$ cat src/design/rpn_pkg.sv
// Shared types and constants for the reverse Polish evaluator.
// Used by the stack cells, the divider, the top level and the checker.
// No dependencies.
package rpn_pkg;

   localparam int STACK_DEPTH = 128;
   localparam int COUNT_W     = $clog2(STACK_DEPTH + 1);
   localparam int DATA_W      = 32;
   localparam int SYMBOL_W    = 8;
   localparam int STATUS_W    = 3;
   localparam int DIV_STEPS   = DATA_W;
   localparam int DIV_CNT_W   = $clog2(DIV_STEPS);

   localparam logic [SYMBOL_W-1:0] SYM_PLUS  = 8'h2B;
   localparam logic [SYMBOL_W-1:0] SYM_MINUS = 8'h2D;
   localparam logic [SYMBOL_W-1:0] SYM_STAR  = 8'h2A;
   localparam logic [SYMBOL_W-1:0] SYM_SLASH = 8'h2F;
   localparam logic [SYMBOL_W-1:0] SYM_EQUAL = 8'h3D;
   localparam logic [SYMBOL_W-1:0] SYM_ZERO  = 8'h30;
   localparam logic [SYMBOL_W-1:0] SYM_NINE  = 8'h39;
   localparam logic [SYMBOL_W-1:0] SYM_SPACE = 8'h20;
   localparam logic [SYMBOL_W-1:0] SYM_TAB   = 8'h09;
   localparam logic [SYMBOL_W-1:0] SYM_CR    = 8'h0D;

   typedef enum logic [STATUS_W-1:0] {
      STATUS_VALUE     = 3'd0,
      STATUS_OVERFLOW  = 3'd1,
      STATUS_UNDERFLOW = 3'd2,
      STATUS_DIVZERO   = 3'd3,
      STATUS_END       = 3'd4
   } status_type;

   typedef enum logic [1:0] {
      CELL_HOLD,
      CELL_DOWN,
      CELL_UP
   } cell_cmd_type;

   typedef enum logic {
      ST_IDLE,
      ST_DIVIDE
   } state_type;

   typedef struct packed {
      logic busy;
      logic done;
   } div_status_type;

endpackage

$ cat src/design/rpn_cell.sv
// One entry of the operand stack, moving toward the bottom on push and
// toward the top on pop. Depends on rpn_pkg.
module rpn_cell (
   input  logic                         clock,
   input  rpn_pkg::cell_cmd_type        cmd,
   input  logic [rpn_pkg::DATA_W-1:0]   down_data,
   input  logic [rpn_pkg::DATA_W-1:0]   up_data,
   output logic [rpn_pkg::DATA_W-1:0]   data
);

   logic [rpn_pkg::DATA_W-1:0] data_ff;
   logic [rpn_pkg::DATA_W-1:0] data_in;

   always_comb begin
      case (cmd)
         rpn_pkg::CELL_DOWN: data_in = down_data;
         rpn_pkg::CELL_UP:   data_in = up_data;
         default:            data_in = data_ff;
      endcase
   end

   always_ff @(posedge clock) begin
      data_ff <= data_in;
   end

   assign data = data_ff;

endmodule

$ cat config.mk
export PLATFORM = sky130hd
export DESIGN_NAME = rpn_cell
export DESIGN_NICKNAME = d
export VERILOG_FILES = /design/src/design/rpn_pkg.sv /design/src/design/rpn_cell.sv
export SDC_FILE = /design/constraint.sdc
export NUM_CORES = 1
export LEC_CHECK = 0
export BUFFER_PORTS_ARGS = -buffer_cell sky130_fd_sc_hd__buf_2
export CORE_ASPECT_RATIO = 0.9
export CORE_MARGIN = 2
export CORE_UTILIZATION = 38
export CTS_CLUSTER_SIZE = 14
export DETAILED_ROUTE_END_ITERATION = 8
export PLACE_DENSITY = 0.76
export SLEW_MARGIN = 20
export SYNTH_ARGS = -nofsm -noshare
export SYNTH_HDL_FRONTEND = slang
export SYNTH_SLANG_ARGS = --single-unit
$ cat constraint.sdc
create_clock -name clock -period 1.3 [get_ports clock]
set_input_delay 0.065 -clock clock [delete_from_list [all_inputs] [get_ports clock]]
set_output_delay 0.065 -clock clock [all_outputs]
set_load 0.03 [all_outputs]
==> results of run 1 <==
-- routing by layer --
layer  track usage [%]  wire length (µm)
met5                 0                 0
met3              7.89               445
met2              21.5              1400
met4              4.95                21
met1              14.5              1190
-- layout make-up --
| type | instances | area, µm² |
|---|---|---|
| Clock buffer | 7 | 76.3 |
| Clock inverter | 1 | 3.75 |
| Fill cell | 313 | 1620 |
| Inverter | 2 | 11.3 |
| Multi-Input combinational cell | 33 | 488 |
| Sequential cell | 32 | 961 |
| Tap cell | 46 | 57.6 |
| Timing Repair Buffer | 102 | 571 |
-- logic make-up after synthesis --
logic type	synth area share, %
fa+ha+maj	0.820
flops	63.0
buf+inv	5.17
mux	31.0
-- critical path, stage by stage --
cell	delay, ns
sky130_fd_sc_hd__buf_2	0.09
sky130_fd_sc_hd__inv_1	0.05
sky130_fd_sc_hd__ha_2	0.22
sky130_fd_sc_hd__buf_12	0.19
sky130_fd_sc_hd__mux2_2	0.35
-- placed cells by master, fill, tap and decap left out --
| cell type | netlist | routed |
|---|---|---|
| sky130_fd_sc_hd__mux2_2 | 2 | 2 |
| sky130_fd_sc_hd__buf_12 | 3 | 4 |
| sky130_fd_sc_hd__inv_1 | 2 | 1 |
| sky130_fd_sc_hd__mux2_4 | 30 | 30 |
| sky130_fd_sc_hd__clkinvlp_4 | 0 | 1 |
| sky130_fd_sc_hd__buf_2 | 0 | 98 |
| sky130_fd_sc_hd__ha_2 | 0 | 1 |
| sky130_fd_sc_hd__clkbuf_1 | 0 | 2 |
| sky130_fd_sc_hd__clkinv_1 | 0 | 1 |
| sky130_fd_sc_hd__clkbuf_8 | 0 | 5 |
| sky130_fd_sc_hd__edfxtp_1 | 32 | 32 |
-- metrics by stage --
stage | total power, W | worst slack (ns)
final | 0.00283 | 0.348
after floorplan | 0.00189 | 0.0830
after detailed placement | 0.00216 | 0.0534
after global routing | 0.00296 | 0.345
after global placement | 0.00214 | 0.0805
after CTS | 0.00288 | 0.354
-- power breakdown --
| part | leakage, nW | switching, W | total (W) | internal [W] |
|---|---|---|---|---|
| Sequential | 0.313 | 0.0000358 | 0.00135 | 0.00131 |
| Clock | 0.0399 | 0.000324 | 0.000696 | 0.000372 |
| Combinational | 0.666 | 0.000467 | 0.000784 | 0.000317 |
-- worst paths after layout --
check | cells past startpoint | end | slack, ns | start
setup / recovery | 5 | data[31]$_DFFE_PP_ | 0.35 | cmd[0]
hold / removal | 2 | data[23]$_DFFE_PP_ | 0.09 | down_data[23]
==> results.json, run 1 <==
{
  "cts_hold_buffers": 0,
  "post_synthesis_cell_area_um2": 1530,
  "tritoncts.num_buffers": 5,
  "period_minus_slack_ns": 0.952,
  "post_cts_resize_count": 0,
  "finish.utilization_pct": 57.3,
  "chipHeight_um": 64.1,
  "worst-endpoint-required_ns": 1.32,
  "post_route_cells_drive_above_1_share_pct": 79.7,
  "synth_top_cell_area_share_pct": 63.0,
  "syn_area_per_cell_um2": 21.5,
  "count_of_buffers_inserted_at_the_top_level_ports": 98,
  "maxCapViolations": 0,
  "final_hold_viol_count": 0,
  "fin_cells": 223,
  "start_util_pct": 40.3,
  "dpl_cell_area_um2": 2090,
  "clock_tree_from_tritoncts": "yes",
  "routabilityCongestion": 0.759,
  "yosys-top-cells-area": "sky130_fd_sc_hd__edfxtp_1 (63%), sky130_fd_sc_hd__mux2_4 (30%), sky130_fd_sc_hd__buf_12 (3.9%)",
  "drt_pre_antenna_iters": 4,
  "avgViaCountPerCell": 4.53,
  "vdd.ir_drop.worst_v": 0.000729,
  "cellLeakagePower_nw": 1.02,
  "max_slew_margin_pct": 89.0,
  "critical_path_arrival_ns": 0.97,
  "syn-num-nets": 139,
  "numPlacedInstances": 215,
  "fin_tns_setup_ns": 0,
  "area_delta_synth_final_pct": 42.2,
  "drc": 0,
  "setup-violations-final": 0,
  "design.portCount": 99,
  "fraction_of_the_yosys_area_taken_by_sequential_cells_pct": 63.0,
  "yosysTopAreaCell": "sky130_fd_sc_hd__edfxtp_1",
  "whs_ns": 0.0885,
  "synth_enable_flop_cells": 32,
  "layout_worst_path_cycle_share_pct": 73.2,
  "routed_wire_length_per_instance_um": 13.7,
  "grt_first_pass_wirelength_um": 4480,
  "clock_tree.root_cell": "sky130_fd_sc_hd__clkbuf_8",
  "grt_max_degree": 19,
  "synth.lib_cells_used.distinct": 7,
  "synth_commonest_cells": "sky130_fd_sc_hd__edfxtp_1 (32), sky130_fd_sc_hd__mux2_4 (30), sky130_fd_sc_hd__buf_12 (3), sky130_fd_sc_hd__inv_1 (2), sky130_fd_sc_hd__mux2_2 (2)",
  "grt_pass1_vias": 1005,
  "die_area_um2": 4540,
  "totalWireLength_um": 3060,
  "critPathMaxFanout": 18,
  "flip_flop_and_latch_count_after_synthesis": 32,
  "max_ffs_per_register": 32,
  "core_outline_area_um2": 3780,
  "rsz0062_at_grt": "no",
  "htree_levels": 2,
  "timing.final.max_slew_violations": 0,
  "clk_pin_slew_ns": 0.06,
  "cts_setup_buffers": 0,
  "crit_type": "input port to flip-flop",
  "power.density_cell_area_nw_per_um2": 1300,
  "max_clock_freq_mhz": 1050,
  "ys.flop_type": "sky130_fd_sc_hd__edfxtp_1",
  "grt_antenna_before_repair": 0,
  "via_count": 1011,
  "cts.path.max_buffers": 2,
  "final_nets": 244,
  "synthCells": 71,
  "crit_path_end_kind": "flip-flop",
  "worst-slew-pin-transition_ns": 0.166,
  "detail-route-antenna-nets": 0,
  "number_of_diodes": 0,
  "die_w_um": 70.8,
  "rows": 21,
  "synthArstFlopShare_pct": 0,
  "final_area_um2": 2170,
  "synth.most_common_cell": "sky130_fd_sc_hd__edfxtp_1",
  "type_of_the_worst_min_delay_path": "input port to flip-flop",
  "yosys_warnings": 0,
  "global_route.overflow_total": 0,
  "clock_sinks": 32,
  "initialDrtViolationCount": 22,
  "global_route.usage.total_pct": 13.4,
  "run_status": "finished, final reports clean",
  "cp-start-kind": "input port"
}
(Power assumes the default switching activity.)
==> run 2: changes to the inputs <==
- clock period: 1.3 -> 0.8 ns (I/O delays scaled with it)
==> run 2 against run 1 <==
Against the previous run: the run now ends with negative setup slack left; sequential power up 67%; clock-buffer cell count down 1; worst hold slack lost 0.030 ns; flip-flop and latch count did not move; critical path depth decreased by 4; wire length grew 12%; final area rose by 14%; die area unchanged; combinational power grew 110%; critical path type is now flip-flop to output pin; largest cell class unchanged.
==> results.json, run 2 (same netlist as run 1, synthesis figures left out) <==
{
  "clock_tree_from_tritoncts": "yes",
  "cp_top_family": "flip-flops",
  "layout.cells.most_common_list": "sky130_fd_sc_hd__buf_2 (65), sky130_fd_sc_hd__mux2_4 (32), sky130_fd_sc_hd__edfxtp_1 (32), sky130_fd_sc_hd__buf_6 (32), sky130_fd_sc_hd__clkbuf_8 (5)",
  "htree_levels": 2,
  "crit_path_end_kind": "output pin",
  "place.detailed.hpwl_um": 2410,
  "critPathMaxFanout": 1,
  "totalWireLength_um": 3440,
  "whs_ns": 0.0583,
  "cts_hold_buffers": 0,
  "detail-route-antenna-nets": 0,
  "grt_antenna_before_repair": 0,
  "core_outline_area_um2": 3780,
  "worstSetupStartpoint": "data[29]$_DFFE_PP_",
  "timing.final.max_slew_violations": 0,
  "maxCapViolations": 0,
  "cp_num_buf_inv": 1,
  "critical_path_depth": 1,
  "die_area_um2": 4540,
  "design.portCount": 99,
  "timing.critical_path.cells": "buf_6",
  "global_route.overflow_total": 0,
  "max_ffs_per_register": 32,
  "power.density_cell_area_nw_per_um2": 2020,
  "cellLeakagePower_nw": 1.13,
  "via_count": 1045,
  "clk_pin_slew_ns": 0.06,
  "chipHeight_um": 64.1,
  "dpl_cell_area_um2": 2090,
  "post_route_cells_drive_above_1_share_pct": 81.5,
  "count_of_buffers_inserted_at_the_top_level_ports": 98,
  "min_from": "up_data[16]",
  "clock_sinks": 32,
  "layout_worst_path_cycle_share_pct": 110,
  "start_util_pct": 40.3,
  "worstHoldPathCells": 2,
  "die_w_um": 70.8,
  "type_of_the_worst_min_delay_path": "input port to flip-flop",
  "max_clock_freq_mhz": 1140,
  "number_of_diodes": 0,
  "critical_path_s_largest_stage_delay_ns": 0.40,
  "max_slew_margin_pct": 87.5,
  "vdd.ir_drop.worst_v": 0.000810,
  "global_route.usage.total_pct": 15.3,
  "cts.path.max_buffers": 2,
  "initialDrtViolationCount": 61,
  "clock_tree.root_cell": "sky130_fd_sc_hd__clkbuf_8",
  "period_minus_slack_ns": 0.876,
  "routed_wire_length_per_instance_um": 15.4,
  "rows": 21,
  "layout_commonest_cell": "sky130_fd_sc_hd__buf_2",
  "tritoncts.num_buffers": 5,
  "setup-violations-final": 64,
  "worst_path_max_delay_cell": "sky130_fd_sc_hd__edfxtp_1",
  "final_area_um2": 2470,
  "avgViaCountPerCell": 4.67,
  "drc": 0,
  "routabilityCongestion": 0.756,
  "violations": "negative setup slack",
  "area_delta_synth_final_pct": 61.7,
  "run_status": "finished, violations left",
  "final_nets": 246,
  "critical_path_arrival_ns": 0.84,
  "rsz0062_at_grt": "yes",
  "fin_tns_setup_ns": -3.07,
  "grt_first_pass_wirelength_um": 5190,
  "worst-endpoint-required_ns": 0.76,
  "worst-slew-pin-transition_ns": 0.188,
  "grt_pass1_vias": 1149,
  "grt_max_degree": 33,
  "cp-start-kind": "flip-flop",
  "final_hold_viol_count": 0,
  "drt_pre_antenna_iters": 4,
  "crit_type": "flip-flop to output pin",
  "timing.final.ws_setup_ns": -0.0765
}
## run 2: area by class of cell
| class | instances | area [µm²] |
|---|---|---|
| Fill cell | 282 | 1320 |
| Sequential cell | 32 | 961 |
| Timing Repair Buffer | 104 | 841 |
| Multi-Input combinational cell | 33 | 505 |
| Clock buffer | 6 | 72.6 |
| Tap cell | 46 | 57.6 |
| Inverter | 2 | 23.8 |
| Clock inverter | 1 | 5.00 |
## run 2: timing repair
action | in CTS | in global routing
gates cloned | 2 | 1
pin swaps | 0 | 0
hold endpoints to repair | 0 | 0
resized for setup | 69 | 1
setup buffers | 0 | 0
endpoints found under the setup margin | 52 | 64
## run 2: path summary, 6_finish.rpt
kind,to,slack (ns)
min,data[16]$_DFFE_PP_,0.06
max,data[29],-0.08
## run 2: power breakdown
part | total, W | leakage, nW | switching (W) | internal (W)
sequential | 0.00225 | 0.313 | 0.000112 | 0.00214
clock | 0.00113 | 0.0410 | 0.000543 | 0.000590
combinational | 0.00161 | 0.774 | 0.000785 | 0.000821
total | 0.00499 | 1.13 | 0.00144 | 0.00355
## run 2: layer usage
layer / vias up / GRT usage [%] / wire (µm)
li1: 488 / - / -
met1: 493 / 15.8 / 1240
met2: 57 / 27.5 / 1850
met3: 7 / 5.36 / 288
met4: 0 / 7.31 / 60
met5: - / 0 / 0
## run 2: through the flow
stage / total power (W) / instances / util (%) / worst slack (ns)
global route: 0.00519 / 224 / 65.2 / -0.109
CTS: 0.00503 / 223 / 64.4 / -0.0991
detailed placement: 0.00351 / 214 / 55.3 / -0.352
floorplan: 0.00308 / 71 / - / -0.317
global placement: 0.00347 / 214 / 55.3 / -0.322
finish: 0.00499 / 224 / 65.2 / -0.0765
