File: src/design/rpn_pkg.sv
// Shared types and constants for the reverse Polish evaluator.
// Used by the stack cells, the divider, the top level and the checker.
// No dependencies.
package rpn_pkg;

   localparam int STACK_DEPTH = 128;
   localparam int COUNT_W     = $clog2(STACK_DEPTH + 1);
   localparam int DATA_W      = 32;
   localparam int SYMBOL_W    = 8;
   localparam int STATUS_W    = 3;
   localparam int DIV_STEPS   = DATA_W;
   localparam int DIV_CNT_W   = $clog2(DIV_STEPS);

   localparam logic [SYMBOL_W-1:0] SYM_PLUS  = 8'h2B;
   localparam logic [SYMBOL_W-1:0] SYM_MINUS = 8'h2D;
   localparam logic [SYMBOL_W-1:0] SYM_STAR  = 8'h2A;
   localparam logic [SYMBOL_W-1:0] SYM_SLASH = 8'h2F;
   localparam logic [SYMBOL_W-1:0] SYM_EQUAL = 8'h3D;
   localparam logic [SYMBOL_W-1:0] SYM_ZERO  = 8'h30;
   localparam logic [SYMBOL_W-1:0] SYM_NINE  = 8'h39;
   localparam logic [SYMBOL_W-1:0] SYM_SPACE = 8'h20;
   localparam logic [SYMBOL_W-1:0] SYM_TAB   = 8'h09;
   localparam logic [SYMBOL_W-1:0] SYM_CR    = 8'h0D;

   typedef enum logic [STATUS_W-1:0] {
      STATUS_VALUE     = 3'd0,
      STATUS_OVERFLOW  = 3'd1,
      STATUS_UNDERFLOW = 3'd2,
      STATUS_DIVZERO   = 3'd3,
      STATUS_END       = 3'd4
   } status_type;

   typedef enum logic [1:0] {
      CELL_HOLD,
      CELL_DOWN,
      CELL_UP
   } cell_cmd_type;

   typedef enum logic {
      ST_IDLE,
      ST_DIVIDE
   } state_type;

   typedef struct packed {
      logic busy;
      logic done;
   } div_status_type;

endpackage

File: src/design/rpn_divider.sv
// Iterative signed divider, one quotient bit per cycle, truncating toward zero.
// Depends on rpn_pkg.
module rpn_divider (
   input  logic                          clock,
   input  logic                          reset,
   input  logic                          start,
   input  logic [rpn_pkg::DATA_W-1:0]    dividend,
   input  logic [rpn_pkg::DATA_W-1:0]    divisor,
   output logic [rpn_pkg::DATA_W-1:0]    quotient,
   output rpn_pkg::div_status_type       status
);

   logic [rpn_pkg::DATA_W-1:0]    rem_ff, rem_in;
   logic [rpn_pkg::DATA_W-1:0]    quo_ff, quo_in;
   logic [rpn_pkg::DATA_W-1:0]    den_ff, den_in;
   logic                          neg_ff, neg_in;
   logic [rpn_pkg::DIV_CNT_W-1:0] cnt_ff, cnt_in;
   logic                          busy_ff, busy_in;
   logic                          done_ff, done_in;
   logic [rpn_pkg::DATA_W:0]      shifted;
   logic                          fits;

   assign shifted = {rem_ff, quo_ff[rpn_pkg::DATA_W-1]};
   assign fits    = shifted >= {1'b0, den_ff};

   always_comb begin
      rem_in  = rem_ff;
      quo_in  = quo_ff;
      den_in  = den_ff;
      neg_in  = neg_ff;
      cnt_in  = cnt_ff;
      busy_in = busy_ff;
      done_in = 1'b0;
      if (start) begin
         rem_in  = '0;
         quo_in  = dividend[rpn_pkg::DATA_W-1] ? (~dividend + 1'b1) : dividend;
         den_in  = divisor[rpn_pkg::DATA_W-1] ? (~divisor + 1'b1) : divisor;
         neg_in  = dividend[rpn_pkg::DATA_W-1] ^ divisor[rpn_pkg::DATA_W-1];
         cnt_in  = '0;
         busy_in = 1'b1;
      end else if (busy_ff) begin
         rem_in = fits ? shifted[rpn_pkg::DATA_W-1:0] - den_ff
                       : shifted[rpn_pkg::DATA_W-1:0];
         quo_in = {quo_ff[rpn_pkg::DATA_W-2:0], fits};
         cnt_in = cnt_ff + 1'b1;
         if (cnt_ff == rpn_pkg::DIV_CNT_W'(rpn_pkg::DIV_STEPS - 1)) begin
            busy_in = 1'b0;
            done_in = 1'b1;
         end
      end
   end

   always_ff @(posedge clock) begin
      rem_ff <= rem_in;
      quo_ff <= quo_in;
      den_ff <= den_in;
      neg_ff <= neg_in;
      cnt_ff <= cnt_in;
      if (reset) begin
         busy_ff <= 1'b0;
         done_ff <= 1'b0;
      end else begin
         busy_ff <= busy_in;
         done_ff <= done_in;
      end
   end

   assign quotient    = neg_ff ? (~quo_ff + 1'b1) : quo_ff;
   assign status.busy = busy_ff;
   assign status.done = done_ff;

endmodule

File: config.mk
export PLATFORM = sky130hd
export DESIGN_NAME = rpn_divider
export DESIGN_NICKNAME = d
export VERILOG_FILES = /design/src/design/rpn_pkg.sv /design/src/design/rpn_divider.sv
export SDC_FILE = /design/constraint.sdc
export NUM_CORES = 1
export LEC_CHECK = 0
export BUFFER_PORTS_ARGS = -buffer_cell sky130_fd_sc_hd__buf_2
export CAP_MARGIN = 10
export CORE_MARGIN = 1
export CORE_UTILIZATION = 64
export DETAILED_ROUTE_END_ITERATION = 8
export PLACE_DENSITY = 0.94
export RECOVER_POWER = 100
export SYNTH_ARGS = -nofsm -noshare
export SYNTH_HDL_FRONTEND = slang
export SYNTH_SLANG_ARGS = --single-unit
File: constraint.sdc
create_clock -name clock -period 9.65 [get_ports clock]
set_input_delay 0.965 -clock clock [delete_from_list [all_inputs] [get_ports clock]]
set_output_delay 0.965 -clock clock [all_outputs]
set_load 0.05 [all_outputs]
==> results of run 1 <==
==> sequential cells by signal, indices dropped and copies added, names as in the netlist <==
signal / flops
neg_ff: 1
busy_ff: 1
cnt_ff: 5
den_ff: 32
done_ff: 1
rem_ff: 32
quo_ff: 32
==> cell usage after synthesis (13+ instances only) <==
cell type / count / share of area, %
ha_1: 37 / 6.2
clkbuf_1: 28 / 1.4
o21ai_0: 52 / 3.5
dfxtp_1: 39 / 10
nor2_1: 75 / 3.8
edfxtp_1: 65 / 26
o31ai_1: 27 / 2.7
a211oi_1: 20 / 2.0
xnor2_1: 78 / 9.1
or4_1: 17 / 1.7
xor2_1: 40 / 4.7
a21oi_1: 59 / 3.9
mux2i_1: 25 / 3.3
nand2_1: 57 / 2.9
inv_1: 50 / 2.5
o41ai_1: 13 / 1.5
==> area by class of cell <==
cell class	count	area [um^2]
fillers	786	3152
clock buffers	11	242.7
multi-input cells	634	4397
inverters	50	187.7
repair buffers	105	474.2
well taps	143	178.9
clock inverters	4	52.55
flip-flops and latches	104	2734
==> stage by stage <==
stage | hold WS (ns) | instance area, um^2 | utilization, %
2_1_floorplan | 0.4526 | 7480 | -
3_3_place_gp | 0.4739 | 8038 | 70.39
3_5_place_dp | 0.4924 | 8038 | 70.39
4_1_cts | 0.4976 | 8333 | 72.98
5_1_grt | 0.5183 | 8267 | 72.40
6_report | 0.4978 | 8267 | 72.40
==> power groups by stage <==
stage	Combinational (mW)	Clock [mW]	Sequential [mW]
floorplan	0.373	0	0.559
global placement	0.462	0	0.571
detailed placement	0.477	0	0.574
CTS	0.482	0.374	0.565
global route	0.526	0.395	0.571
finish	0.481	0.372	0.567
==> worst max-delay path, cell delays in order <==
cell	delay (ns)
clkbuf_1	1.67
clkbuf_1	2.35
nor2b_1	0.74
nand2_1	0.50
o21ai_0	0.15
==> cell families (layout without fill, tap and decap cells) <==
family	after synthesis	after routing	share of synthesized area, %
simple gates	221	221	14.74
flops	104	104	36.53
buf+inv	87	170	4.583
xor+xnor	118	118	13.82
mux	25	25	3.346
compound gates	232	232	20.53
fa+ha+maj	38	38	6.457
==> per-layer routing <==
layer	track usage [%]	wire [um]
met1	36.04	7291
met3	4.703	1158
met5	0	0
met4	13.25	529
met2	51.52	8387
==> final timing paths <==
path | to | slack, ns | cells after the start
setup / recovery | rem_ff[30] | 3.45 | 5
hold / removal | rem_ff[5] | 0.50 | 2
setup reg to reg | quo_ff[6] | 5.12 | 4
hold reg to reg | rem_ff[5] | 0.50 | 2
==> flow_summary.yaml, run 1 <==
critical_path:
  end_kind: "flop"
  critical_path.max_fanout: 80
  cp-start-kind: "input pin"
  crit_required_ns: 9.87
  crit_type: "in -> reg"
  worstPathArrival_ns: 6.42
  critPathLaunch: "start"
  reg2reg_from: "busy_ff"
place:
  port_buffers: 100
  pre_cts_ws_ns: 5.218
  hpwl_mm: 12.68
  place_inst: 1035
  gp_congestion: 0.9199
power_and_ir_drop:
  cellPowerDensity_nw_per_um2: 171.8
  switching_share_pct: 36.77
  p_seq_share_pct: 39.9
  clkPwrFrac_pct: 26.2
  leakage_nw: 3.173
  p_int_uw: 897.9
  p_sw_uw: 522.2
  ir_drop_uv: 108.8
  comb_power_share_pct: 33.9
  finalPower_mw: 1.420
grt:
  grt_pass1_wl_mm: 27.79
  antenna_found_initial: 0
  gr-usage-all-layers_pct: 29.57
  grt_overflow: 0
  grt_max_degree: 81
  grt_pass1_vias: 6089
floorplan:
  fp.dieH_um: 110.1
  ios: 101
  die_area_um2: 12120
  die_x_um: 110.1
  initial_utilization_pct: 65.51
  rows: 39
  core_um2: 11420
sta:
  period_share_pct: 64.20
  finClkSkew_ns: 0.01200
  fin_tns_setup_ns: 0
  rsz0062_at_grt: "false"
  fin_ws_ns: 3.454
  tightestPinTransition_ns: 3.192
  period_needed_ns: 6.196
  max_freq_mhz: 161.4
  finalSetupViolCount: 0
  hold_viol_final: 0
  drv_slew: 184
  relSlewSlack_pct: -112.8
drt:
  avgViaCountPerCell: 6.259
  drt.antenna.violating_nets: 0
  dr.pass1.iters: 5
  drt_wl_total_mm: 17.37
  wl_per_cell_um: 16.52
  drtIter0Drc: 490
  route.detailed.drc: 0
  vias: 6578
synthesis:
  yosysWarnings: 0
  syn-num-nets: 930
  ys.flop_type: "edfxtp_1"
  syn_inst: 825
  ys_seq_elements: 104
  syn_area_um2: 7480
  synth_edf_count: 65
  syn_avg_cell_area_um2: 9.066
  synthArstFlopShare_pct: 0
  synth_seq_area_share_pct: 36.53
  synth.distinct_cells: 62
clock_network:
  cts_tree: "yes"
  clock_sinks: 104
  clk_path_buf_depth: 2
  hold_buffers: 0
  h-tree-depth: 3
  path_clk_slew_ns: 0.07
  cts-root-buf: "clkbuf_16"
  cts-resized-gates: 0
  clock_latency_ns: 0.36
  cts_made_buffers: 9
  postCtsSetupRepairBufs: 0
min_path:
  hold_class: "reg -> reg"
  hp-start: "rem_ff[5]"
layout:
  finalNonFillerCells: 1051
  area_growth_pct: 10.52
  final_common_cell: "xnor2_1"
  layout-drive-gt1-share_pct: 9.581
  antenna_cells: 0
  final_cell_mix: "xnor2_1, nor2_1, edfxtp_1"
  fin_nets: 1009
flow_run:
  cap_violations: 3
outcome:
  status: "finished with violations"
  failed_checks: "max-capacitance violations, max-slew violations"
No activity file was read; power rests on OpenSTA's default activity.
==> inputs of run 2 (changes only) <==
Settings changed: CORE_UTILIZATION 64 to 53, PLACE_DENSITY 0.94 to 0.84.
Clock period 9.65 ns to 5.6 ns, I/O delays scaled along.
==> run 2 against run 1 <==
  * The flow still finishes with violations (max-capacitance violations, max-slew violations)
  * Die area increased by 20%
  * Non-clock buffer count decreased by 1
  * Cell count increased by 3.5%
  * Power grew 73%
  * Routed wire length down 5.4%
  * Via count fell by 3.2%
  * Flip-flop and latch count stayed put
  * Clock power is 79% higher
  * Register-to-register slack got worse by 3.7 ns
==> flow_summary.yaml, run 2 (same netlist as run 1, synthesis figures left out) <==
outcome:
  status: "finished with violations"
  failed_checks: "max-capacitance violations, max-slew violations"
clock_network:
  postCtsSetupRepairBufs: 0
  cts-root-buf: "clkbuf_16"
  clock_latency_ns: 0.36
  clock_sinks: 104
  cts_made_buffers: 9
  clk_path_buf_depth: 2
  hold_buffers: 0
  cts-resized-gates: 0
  cts_tree: "yes"
  h-tree-depth: 3
  path_clk_slew_ns: 0.08
drt:
  drtIter0Drc: 554
  avgViaCountPerCell: 5.854
  dr.pass1.iters: 6
  drt_wl_total_mm: 16.43
  drt.antenna.violating_nets: 0
  wl_per_cell_um: 15.10
  route.detailed.drc: 0
  vias: 6369
power_and_ir_drop:
  clkPwrFrac_pct: 27.1
  ir_drop_uv: 193.7
  finalPower_mw: 2.452
  p_int_mw: 1.550
  comb_power_share_pct: 32.9
  leakage_nw: 3.182
  cellPowerDensity_nw_per_um2: 294.4
  p_sw_uw: 902.4
  p_seq_share_pct: 40.0
  switching_share_pct: 36.80
sta:
  rsz0062_at_grt: "false"
  finalSetupViolCount: 0
  drv_slew: 105
  relSlewSlack_pct: -66.19
  max_freq_mhz: 218.1
  holdWs_ns: 0.3671
  finClkSkew_ns: 0.01210
  period_share_pct: 81.86
  tightestPinTransition_ns: 2.493
  fin_tns_setup_ns: 0
  hold_viol_final: 0
  fin_ws_ns: 1.016
  period_needed_ns: 4.584
floorplan:
  core_um2: 13830
  die_x_um: 120.8
  fp.dieH_um: 120.8
  rows: 43
  die_area_um2: 14590
  ios: 101
  initial_utilization_pct: 54.09
layout:
  final_design_area_no_fill_um2: 8329
  final_core_utilization_pct: 60.24
  finalNonFillerCells: 1088
  nFillCells: 1189
  area_growth_pct: 11.36
  multi_input_area_um2: 4397
  layout-drive-gt1-share_pct: 10.02
  antenna_cells: 0
  final_cell_mix: "xnor2_1, nor2_1, edfxtp_1"
  top_regs: "den_ff (32), quo_ff (32), rem_ff (32)"
  regArea_um2: 2733
  fin_nets: 1008
  final_common_cell: "xnor2_1"
critical_path:
  crit_required_ns: 5.04
  critical_path.max_fanout: 4
  worstPathArrival_ns: 4.02
  max_stage_delay_ns: 0.56
  crit_type: "reg -> out"
  crit_top_cell: "or4_4"
  end_kind: "primary output"
  cp_cell_sequence: "or4_4, nor2_4, nand2_2, or4_4, or4_4, nand2b_1, or4_4, o31ai_4, xnor2_1, clkbuf_1"
  slowest_stage: "or4_4"
  cp-start-kind: "flop"
  r2r_slack_ns: 1.42
grt:
  antenna_found_initial: 0
  gr-usage-all-layers_pct: 22.94
  grt_overflow: 0
  grt_max_degree: 79
  grt_pass1_vias: 5813
  grt_pass1_wl_mm: 26.88
place:
  hpwl_mm: 11.91
  port_buffers: 100
  place_inst: 1072
  gp_congestion: 0.9211
  post_dp_cell_area_um2: 8084
  pre_cts_ws_ns: 1.617
min_path:
  hold_class: "in -> reg"
flow_run:
  cap_violations: 2
## run 2: worst paths after layout
check / start / to / depth (start not counted)
worst max-delay path: quo_ff[4] / quotient[28] / 10
worst min-delay path: reset / busy_ff / 2
worst max register to register: den_ff[18] / rem_ff[11] / 12
worst min register to register: rem_ff[2] / rem_ff[2] / 2
## run 2: worst max-delay path, delay by kind of cell, from the launching register on
kind,cells,cell delay (ns)
AND/OR/NAND/NOR,7,2.40
buffers and inverters,1,0.48
flip-flops,1,0.45
AO/OA/AOI/OAI,1,0.19
XOR/XNOR,1,0.14
## run 2: final cells by class
cell class                      instances  area share, %
Clock buffer                           10          2.869
Clock inverter                          6         0.8863
Inverter                               50          2.253
Multi-Input combinational cell        634          52.79
Sequential cell                       104          32.81
Tap cell                              180          2.704
Timing Repair Buffer                  104          5.693
## run 2: metal layers
metal	wire length, um	global-route usage (%)	vias up	part of all wire [%]
li1	-	-	3182	-
met1	7355	30.16	2925	45
met2	7652	37.90	237	47
met3	1102	3.726	25	6.7
met4	316	8.565	0	1.9
met5	0	0	-	0
## run 2: power by group through the flow
| stage | clock (mW) | combinational [mW] | sequential [mW] |
|---|---|---|---|
| floorplan | 0 | 0.643 | 0.963 |
| global placement | 0 | 0.794 | 0.992 |
| detailed placement | 0 | 0.808 | 0.996 |
| CTS | 0.673 | 0.814 | 0.979 |
| global route | 0.702 | 0.878 | 0.993 |
| finish | 0.665 | 0.806 | 0.981 |
==> inputs of run 3 (changes only) <==
Settings changed: ABC_AREA set to 1, CORE_UTILIZATION 53 to 61, PLACE_DENSITY 0.84 to 0.89.
Clock period 5.6 ns to 4.6 ns, I/O delays scaled along.
==> run 3 against run 2 <==
  * The run still ends with max-capacitance violations, max-slew violations left
  * Sequential power grew 15%
  * Combinational power grew 2%
  * Synthesized cell count grew 76%
  * Routed wire length grew 59%
  * First-iteration DRC count grew 67%
  * Flip-flop and latch count is the same
  * Largest power group unchanged
==> flow_summary.yaml, run 3 <==
drt:
  drt.antenna.violating_nets: 0
  route.detailed.drc: 0
  wl_per_cell_um: 15.16
  avgViaCountPerCell: 5.580
  drt_wl_total_mm: 26.09
  vias: 9603
  drtIter0Drc: 923
  dr.pass1.iters: 8
critical_path:
  worstPathArrival_ns: 3.79
  critPathLaunch: "start"
  critical_path.endpoint: "quo_ff[28]"
  r2r_slack_ns: 1.07
  cp-start-kind: "input pin"
  crit_required_ns: 4.82
  critical_path.max_fanout: 60
  crit_type: "in -> reg"
  reg2reg_to: "quo_ff[0]"
  reg2reg_from: "den_ff[2]"
  end_kind: "flop"
  ff2ff_path_depth: 14
clock_network:
  path_clk_slew_ns: 0.07
  cts_tree: "yes"
  clock_sinks: 104
  hold_buffers: 0
  postCtsSetupRepairBufs: 0
  clk_path_buf_depth: 2
  cts-root-buf: "clkbuf_16"
  h-tree-depth: 3
  clock_latency_ns: 0.37
  cts_made_buffers: 9
  cts-resized-gates: 0
grt:
  grt_pass1_wl_mm: 42.35
  grt_pass1_vias: 8783
  antenna_found_initial: 0
  grt_overflow: 0
  gr-usage-all-layers_pct: 33.89
  grt_max_degree: 61
min_path:
  hold_class: "in -> reg"
  hp-start: "reset"
synthesis:
  syn_area_um2: 9255
  synth_common_cells: "nand2_1, inv_1, nand3_1, nor2_1, edfxtp_1"
  synth_edf_count: 65
  syn_inst: 1449
  syn_avg_cell_area_um2: 6.387
  synthArstFlopShare_pct: 0
  syn-num-nets: 1554
  netlist_top_cells_area: "edfxtp_1, nand2_1, inv_1"
  synth_seq_area_share_pct: 29.53
  yosys.cell_count.top_type: "nand2_1"
  ys.flop_type: "edfxtp_1"
  yosysWarnings: 0
  synth_top_area_share_pct: 21.09
  ys_seq_elements: 104
  synth.distinct_cells: 43
  synth_top_area_cell: "edfxtp_1"
sta:
  finalSetupViolCount: 0
  relSlewSlack_pct: -112.7
  max_freq_mhz: 279.9
  hold_viol_final: 0
  fin_ws_ns: 1.027
  drv_slew: 61
  tightestPinTransition_ns: 3.191
  rsz0062_at_grt: "false"
  period_needed_ns: 3.573
  fin_tns_setup_ns: 0
  holdWs_ns: 0.2664
  period_share_pct: 77.68
  finClkSkew_ns: 0.006282
power_and_ir_drop:
  ir_drop_uv: 305.6
  leakage_nw: 5.196
  finalPower_mw: 2.674
  cellPowerDensity_nw_per_um2: 266.3
place:
  port_buffers: 100
  gp_congestion: 1.023
  pre_cts_ws_ns: 1.663
  hpwl_mm: 20.15
layout:
  area_growth_pct: 8.490
  fin_nets: 1636
  final_common_cell: "nand2_1"
  layout-drive-gt1-share_pct: 6.836
  final_core_utilization_pct: 68.57
  final_cell_mix: "nand2_1, inv_1, nand3_1"
  top_regs: "den_ff (32), quo_ff (32), rem_ff (32)"
outcome:
  failed_checks: "max-capacitance violations, max-slew violations"
  status: "finished with violations"
floorplan:
  ios: 101
  fp.dieH_um: 125.2
  initial_utilization_pct: 63.20
  rows: 44
  core_um2: 14640
  die_area_um2: 15670
  die_x_um: 125.2
flow_run:
  cap_violations: 1
## run 3: cell count changes after synthesis, sizes merged, moves of 21 or more
cell	delta
mux2i	-25
nand2	+411
a21oi	-31
nor3	+22
nand3	+124
nor2	+50
o31ai	-26
inv	+212
or4	-21
xnor2	-48
## run 3: cell families (layout without fill, tap and decap cells)
| kind of cell | count (synthesis) | after routing | synth area share [%] |
|---|---|---|---|
| xor gates and xnor gates | 84 | 84 | 7.949 |
| DFF | 104 | 104 | 29.53 |
| adders and majority gates | 38 | 38 | 5.218 |
| AOI/OAI and AO/OA | 121 | 121 | 7.138 |
| other | 0 | 1 | 0 |
| buffers and inverters | 299 | 386 | 12.75 |
| and+or+nand+nor | 803 | 803 | 37.42 |
## run 3: worst min path at each step
stage                       to  depth (start not counted)
finish                 busy_ff                          2
CTS                    busy_ff                          2
global placement    rem_ff[31]                          2
global route           busy_ff                          2
floorplan            rem_ff[9]                          2
detailed placement  rem_ff[31]                          2
## run 3: layout make-up
class | instances | area [um^2]
fill | 1328 | 4603
clock buffer | 11 | 232.7
timing repair buffer | 106 | 493.0
inverter | 264 | 991.0
tap | 184 | 230.2
sequential | 104 | 2733
antenna | 1 | 2.502
multi-input combinational | 1046 | 5328
clock inverter | 5 | 31.28
## run 3: per-layer routing
layer / vias to the layer above / track usage [%] / share of wire [%]
li1: 4737 / - / -
met1: 4359 / 45.21 / 44
met2: 441 / 53.99 / 45
met3: 66 / 6.290 / 8.2
met4: 0 / 14.20 / 2.9
met5: - / 0 / 0
## run 3: worst max-delay path, stage by stage
cell      delay (ns)
clkbuf_1        0.24
clkbuf_1        2.29
o21ai_0         0.58
nand2_1         0.19
## run 3: per-stage QoR
stage          cell area (um^2)  cells
2_1_floorplan              9255   1449
3_3_place_gp               9844   1704
3_5_place_dp               9844   1704
4_1_cts                   10110   1720
5_1_grt                   10040   1720
6_report                  10040   1721
## run 3: power breakdown
group / internal [mW] / total (mW) / switching, mW
Sequential: 1.08 / 1.13 / 0.0499
Combinational: 0.208 / 0.823 / 0.615
Clock: 0.367 / 0.725 / 0.358
Total: 1.65 / 2.67 / 1.02
